## src/qsf_pkg.sv

```systemverilog
// Package with the shared types and constants of the 16-node quad shape function unit.
package qsf_pkg;

  // Fields of one input transfer: a local coordinate pair.
  typedef struct packed {
    logic signed [15:0] xi;
    logic signed [15:0] eta;
  } qsf_in_t;

  // Fields of one result transfer: one node's shape function value.
  typedef struct packed {
    logic [3:0]         node_index;
    logic signed [15:0] shape_value;
    logic               last_node;
  } qsf_out_t;

  // Basis selection for one node: xi basis p, eta basis q.
  typedef struct packed {
    logic [1:0] p;
    logic [1:0] q;
  } qsf_pair_t;

  localparam int unsigned NUM_BASES = 4;
  localparam logic [3:0]  LAST_NODE = 4'd15;

  // Node numbering of the 16-node quadrilateral: corners, edge nodes, then interior.
  function automatic qsf_pair_t node_pair(input logic [3:0] k);
    qsf_pair_t r;
    unique case (k)
      4'd0:    r = '{p: 2'd0, q: 2'd0};
      4'd1:    r = '{p: 2'd3, q: 2'd0};
      4'd2:    r = '{p: 2'd3, q: 2'd3};
      4'd3:    r = '{p: 2'd0, q: 2'd3};
      4'd4:    r = '{p: 2'd1, q: 2'd0};
      4'd5:    r = '{p: 2'd2, q: 2'd0};
      4'd6:    r = '{p: 2'd3, q: 2'd1};
      4'd7:    r = '{p: 2'd3, q: 2'd2};
      4'd8:    r = '{p: 2'd2, q: 2'd3};
      4'd9:    r = '{p: 2'd1, q: 2'd3};
      4'd10:   r = '{p: 2'd0, q: 2'd2};
      4'd11:   r = '{p: 2'd0, q: 2'd1};
      4'd12:   r = '{p: 2'd1, q: 2'd1};
      4'd13:   r = '{p: 2'd2, q: 2'd1};
      4'd14:   r = '{p: 2'd2, q: 2'd2};
      default: r = '{p: 2'd1, q: 2'd2};
    endcase
    return r;
  endfunction

endpackage

```

## src/qsf_basis.sv

```systemverilog
// Four-stage pipeline that clamps one coordinate and evaluates its four cubic Lagrange bases.
module qsf_basis #(
  parameter int FRAC_BITS = 14
) (
  input  logic                         clk,
  input  logic [3:0]                   en,
  input  logic signed [15:0]           x_in,
  output logic signed [FRAC_BITS+1:0]  basis_out [qsf_pkg::NUM_BASES]
);

  localparam int BW   = FRAC_BITS + 2;
  localparam int SUMW = FRAC_BITS + 8;

  localparam logic signed [31:0] ONE32     = 32'(1) << FRAC_BITS;
  localparam logic signed [31:0] NEG_ONE32 = -ONE32;
  localparam logic signed [31:0] HALF32    = 32'(1) << (FRAC_BITS - 1);
  localparam logic signed [32:0] HALF33    = 33'(1) << (FRAC_BITS - 1);
  localparam logic signed [SUMW-1:0] ONE_S  = SUMW'(1) << FRAC_BITS;
  localparam logic signed [SUMW-1:0] HALF_S = SUMW'(8);

  logic signed [15:0]     x0_r, x1_r, x2_r;
  logic signed [16:0]     t2_1_r, t2_2_r, t3_2_r;
  logic signed [BW-1:0]   basis_r [qsf_pkg::NUM_BASES];

  logic signed [31:0]     x_ext, x_clamp, xx, xx_rnd;
  logic signed [32:0]     t2x, t2x_rnd;
  logic signed [SUMW-1:0] t3_s, t2_s, x_s;
  logic signed [SUMW-1:0] sum [qsf_pkg::NUM_BASES];
  logic signed [SUMW-1:0] sum_rnd [qsf_pkg::NUM_BASES];

  // Clamp to [-1, +1]; with 15 or more fraction bits no 16-bit input goes past the bounds.
  always_comb begin
    x_ext = 32'(x_in);
    if (x_ext > ONE32) begin
      x_clamp = ONE32;
    end else if (x_ext < NEG_ONE32) begin
      x_clamp = NEG_ONE32;
    end else begin
      x_clamp = x_ext;
    end
  end

  // Round half away from zero: add half, less one for negative values, then shift.
  // The sign correction is kept signed so that the shifts stay arithmetic.
  always_comb begin
    xx      = x0_r * x0_r;
    xx_rnd  = (xx + HALF32 - $signed(32'(xx[31]))) >>> FRAC_BITS;
    t2x     = t2_1_r * x1_r;
    t2x_rnd = (t2x + HALF33 - $signed(33'(t2x[32]))) >>> FRAC_BITS;
  end

  // Constant coefficients 9 and 27 are built from shifts and adds.
  always_comb begin
    t3_s = SUMW'(t3_2_r);
    t2_s = SUMW'(t2_2_r);
    x_s  = SUMW'(x2_r);
    sum[0] = -((t3_s <<< 3) + t3_s) + ((t2_s <<< 3) + t2_s) + x_s - ONE_S;
    sum[1] = ((t3_s <<< 4) + (t3_s <<< 3) + (t3_s <<< 1) + t3_s)
           - ((t2_s <<< 3) + t2_s)
           - ((x_s <<< 4) + (x_s <<< 3) + (x_s <<< 1) + x_s)
           + ((ONE_S <<< 3) + ONE_S);
    sum[2] = -((t3_s <<< 4) + (t3_s <<< 3) + (t3_s <<< 1) + t3_s)
           - ((t2_s <<< 3) + t2_s)
           + ((x_s <<< 4) + (x_s <<< 3) + (x_s <<< 1) + x_s)
           + ((ONE_S <<< 3) + ONE_S);
    sum[3] = ((t3_s <<< 3) + t3_s) + ((t2_s <<< 3) + t2_s) - x_s - ONE_S;
    for (int i = 0; i < qsf_pkg::NUM_BASES; i++) begin
      sum_rnd[i] = (sum[i] + HALF_S - $signed(SUMW'(sum[i][SUMW-1]))) >>> 4;
    end
  end

  always_ff @(posedge clk) begin
    if (en[0]) begin
      x0_r <= x_clamp[15:0];
    end
    if (en[1]) begin
      x1_r   <= x0_r;
      t2_1_r <= xx_rnd[16:0];
    end
    if (en[2]) begin
      x2_r   <= x1_r;
      t2_2_r <= t2_1_r;
      t3_2_r <= t2x_rnd[16:0];
    end
    if (en[3]) begin
      for (int i = 0; i < qsf_pkg::NUM_BASES; i++) begin
        basis_r[i] <= sum_rnd[i][BW-1:0];
      end
    end
  end

  assign basis_out = basis_r;

endmodule

```

## config.mk

```make
export PLATFORM = sky130hd
export DESIGN_NAME = qsf_basis
export DESIGN_NICKNAME = d
export VERILOG_FILES = /design/src/qsf_pkg.sv /design/src/qsf_basis.sv
export SDC_FILE = /design/constraint.sdc
export NUM_CORES = 2
export LEC_CHECK = 0
export ABC_CLOCK_PERIOD_IN_PS = 10500
export BUFFER_PORTS_ARGS = -buffer_cell sky130_fd_sc_hd__buf_2
export CORE_ASPECT_RATIO = 0.75
export CORE_MARGIN = 2
export CORE_UTILIZATION = 60
export DETAILED_ROUTE_END_ITERATION = 7
export GPL_TIMING_DRIVEN = 1
export HOLD_SLACK_MARGIN = 0.05
export PLACE_DENSITY_LB_ADDON = 0.25
export SYNTH_ARGS = -nofsm -noshare
export SYNTH_HDL_FRONTEND = slang
export SYNTH_SLANG_ARGS = --single-unit
```

## constraint.sdc

```tcl
create_clock -name clk -period 10.5 [get_ports clk]
set_input_delay 0.525 -clock clk [delete_from_list [all_inputs] [get_ports clk]]
set_output_delay 0.525 -clock clk [all_outputs]
set_load 0.005 [all_outputs]
```

==> impl_results.md <==
* Post-synthesis mux area share at 0.00154
* Max Slew Vio Count at 0
* Critical path required time at ~11 ns
* Minimum clock period after layout at 9.40 ns
* CTS Sinks at roughly 160
* Vias per Instance at 5.52
* Grt ovf at 0
* Outcome: finished, final reports clean
* GR Util met1 at 0.418
* Clock insertion delay at the later pin of the skew report at 0.50 ns
* Clock Path Buffers at 2
* GRT Resource Usage Total at 0.280
* Reg clk slew, reported paths at ~0.080 ns
* NumNets Final at about 5700
* CP startpoint kind: flop
* Final Hold Fails at 0
* Final ANT Viol Nets at 0
* Num CTS Buffers at 17
* Syn nets at roughly 5600
* Largest net degree at the start of global routing at 65
* Setup_tns at 0 ns
* Core area at 0.0669 sq mm
* Postcts setup bufs at 0
* Reg2Reg Depth at 29
* Area contributors post-synth: fa_1 (32%), ha_1 (17%), edfxtp_1 (12%)
* Final setup vio count at 0
* Critical path buffers and inverters at 6
* Worst r2r src: x0_r[15]
* Ports at 85
* Top-area cell type share of the netlist area at 0.323
* Mapped cell area at 0.0406 sq mm
* Asr flop ratio synth at 0
* # resized after CTS at 0
* Hold_sp: x_in[15]
* Grt met2 use at 0.425
* Compound-cell area share of the yosys netlist at 0.114
* Worst EP arrival at 9.65 ns
* Root buf cell: clkbuf_16
* Yosys reg bits at 163
* Seq/Total Area, Yosys at 0.120
* Distinct cells, synth at 82
* Area growth from synthesis to layout at 5.03%
* Busiest grt layer: met2
* GRT met3 Usage at 0.0551
* Crit path to: t2_1_r[16]
* Critical path depth at 29
* Placer congestion estimate at 0.935
* Std-Cell Rows at slightly above 80
* Syn Area/Cell at 9.27 sq um
* Most common cell after layout, fill and taps aside: inv_1
* CP dominant cell by count: fa_1
* Tcrit/Tclk final at 0.895
* Cell taking the most area after synthesis: fa_1
* DIE AREA at between 0.06 and 0.07 sq mm
* Share of post-route cells with drive strength above 1 at 0.0397
* Reg2reg end: t2_1_r[16]
* Drt total wl at 92500 um
* Post-Synth Simple-Gate Area at 0.105
* Number of synthesized flops with an enable pin at approximately 160
* Die Width at 304 um
* Antenna cell count at 0
* Post-synth top flop: edfxtp_1
* Fmax at about 110 MHz
* Detail Placement HPWL at 78100 um
* YS warnings at 0
* Critical Path Start: x0_r[15]
* Largest delay share family, worst path: adder cells
* Max Clock Skew at about 0.013 ns
* Max-cap violation count at 0
* Worst slew margin at 0.294
* Initial antenna violation count at 0
* Endpoint type of the worst setup path: flop
* Synth Area in Adders at 0.489
* Fillcell total at 5698
* Port bufs at 84
* Maximum level of the CTS H-tree at 4
* Critical path peak fanout at 22
* Hold-fix buffers, CTS at 0
* Reg2reg setup slack at 1.10 ns
* Vias in the first global route at 30395
* CTS tree: yes
* CP Class: flop to flop
* Worst slew pin tran at 1.05 ns
* Slowest Stage Delay on Critical Path at 0.82 ns
* DRT Pass-1 Iters at 5
* Via count at 29439
* Most frequent cells in the layout: inv_1 (1049), fa_1 (656), ha_1 (536), nand2_1 (318), a21oi_1 (227)
* Die Y at 229 um
* First-pass GRT wire length at 156000 um
* Syn Inst Count at 4383
* Worst hold path type: input pin to flop
* Largest family of logic cells by synthesized area: adder cells
* DR iter-0 viols at 2104
* RSZ-0062 raised after global routing: false
* Xor and xnor area share after synthesis at 0.0673
* CP max-delay cell: a2111oi_0
* DRC at 0
* Effective utilization at floorplan at 0.607
* Routed wire length per instance at 17.3 um
worst reg2reg max path: cells and delay by family (launching register included):
family | cells | cell delay (ns)
compound gates | 9 | 2.30
xor+xnor | 1 | 0.13
fa+ha+maj | 7 | 3.66
buf+inv | 6 | 1.05
flops | 1 | 0.33
simple gates | 6 | 1.72
layout make-up:
type | count | area [sq um] | area share
flip-flops and latches | 163 | 4890 | 0.115
clock inverters | 15 | 190 | 0.00446
repair buffers | 105 | 578 | 0.0135
multi-input cells | 3104 | 31600 | 0.739
well taps | 882 | 1100 | 0.0259
inverters | 1049 | 3940 | 0.0923
clock buffers | 17 | 425 | 0.00997
routing by layer:
layer  routed length, um  share of wire
met5                   0              0
met4                1400          0.015
met3                7640          0.083
met2               39800           0.43
met1               43700           0.47
worst min path at each step:
stage / cells after the start / end / slack (ns)
3_5_place_dp: 1 / x1_r[11] / 0.74
2_1_floorplan: 0 / x1_r[13] / 0.42
5_1_grt: 1 / x0_r[15] / 0.26
3_3_place_gp: 1 / x1_r[11] / 0.72
6_report: 1 / x0_r[15] / 0.26
4_1_cts: 1 / x0_r[15] / 0.24
state kept, by name (all words and copies together) (netlist names):
name and count:
t3_2_r 17, x0_r 16, basis_out 64, x2_r 16, t2_2_r 17, t2_1_r 17, x1_r 16
Yosys cell counts, drive strengths merged, types with 4 or more instances:
| master | number |
|---|---|
| inv | 1049 |
| o21a | 47 |
| a221oi | 4 |
| nor4 | 8 |
| xor2 | 99 |
| a221o | 6 |
| edfxtp | 163 |
| nand2b | 50 |
| or2 | 8 |
| a31oi | 24 |
| nand2 | 318 |
| nor2b | 36 |
| ha | 536 |
| a21o | 116 |
| fa | 656 |
| a21boi | 10 |
| a211oi | 20 |
| xnor2 | 208 |
| a2111oi | 8 |
| o31a | 4 |
| o21bai | 56 |
| or3 | 6 |
| mux2i | 4 |
| nand3b | 7 |
| nand3 | 42 |
| nor3 | 29 |
| and3 | 15 |
| o31ai | 12 |
| o221ai | 5 |
| and4 | 5 |
| nor2 | 173 |
| clkbuf | 66 |
| nand4 | 12 |
| a21oi | 232 |
| o21ai | 117 |
| and2 | 171 |
| o211ai | 11 |
| o21ba | 4 |
per-stage QoR:
step | worst slack (ns) | hold WS, ns | util | cell area, sq um | cells
after floorplan | 2.23 | 0.424 | - | 40600 | 4383
after global placement | 1.59 | 0.720 | 0.629 | 42100 | 5303
after detailed placement | 1.35 | 0.737 | 0.629 | 42100 | 5303
after CTS | 1.31 | 0.244 | 0.638 | 42700 | 5335
after global routing | 0.631 | 0.265 | 0.638 | 42700 | 5335
final | 1.10 | 0.264 | 0.638 | 42700 | 5335
cells by family (layout without fill, tap and decap cells):
logic type | count (synthesis) | in the layout
simple gates | 887 | 887
fa+ha+maj | 1194 | 1194
compound gates | 709 | 709
mux | 6 | 6
buf+inv | 1116 | 1186
flops | 163 | 163
xor+xnor | 308 | 308
Power is not shown: default switching activity piles up to over one toggle a cycle in this logic, so the estimate is an artifact.
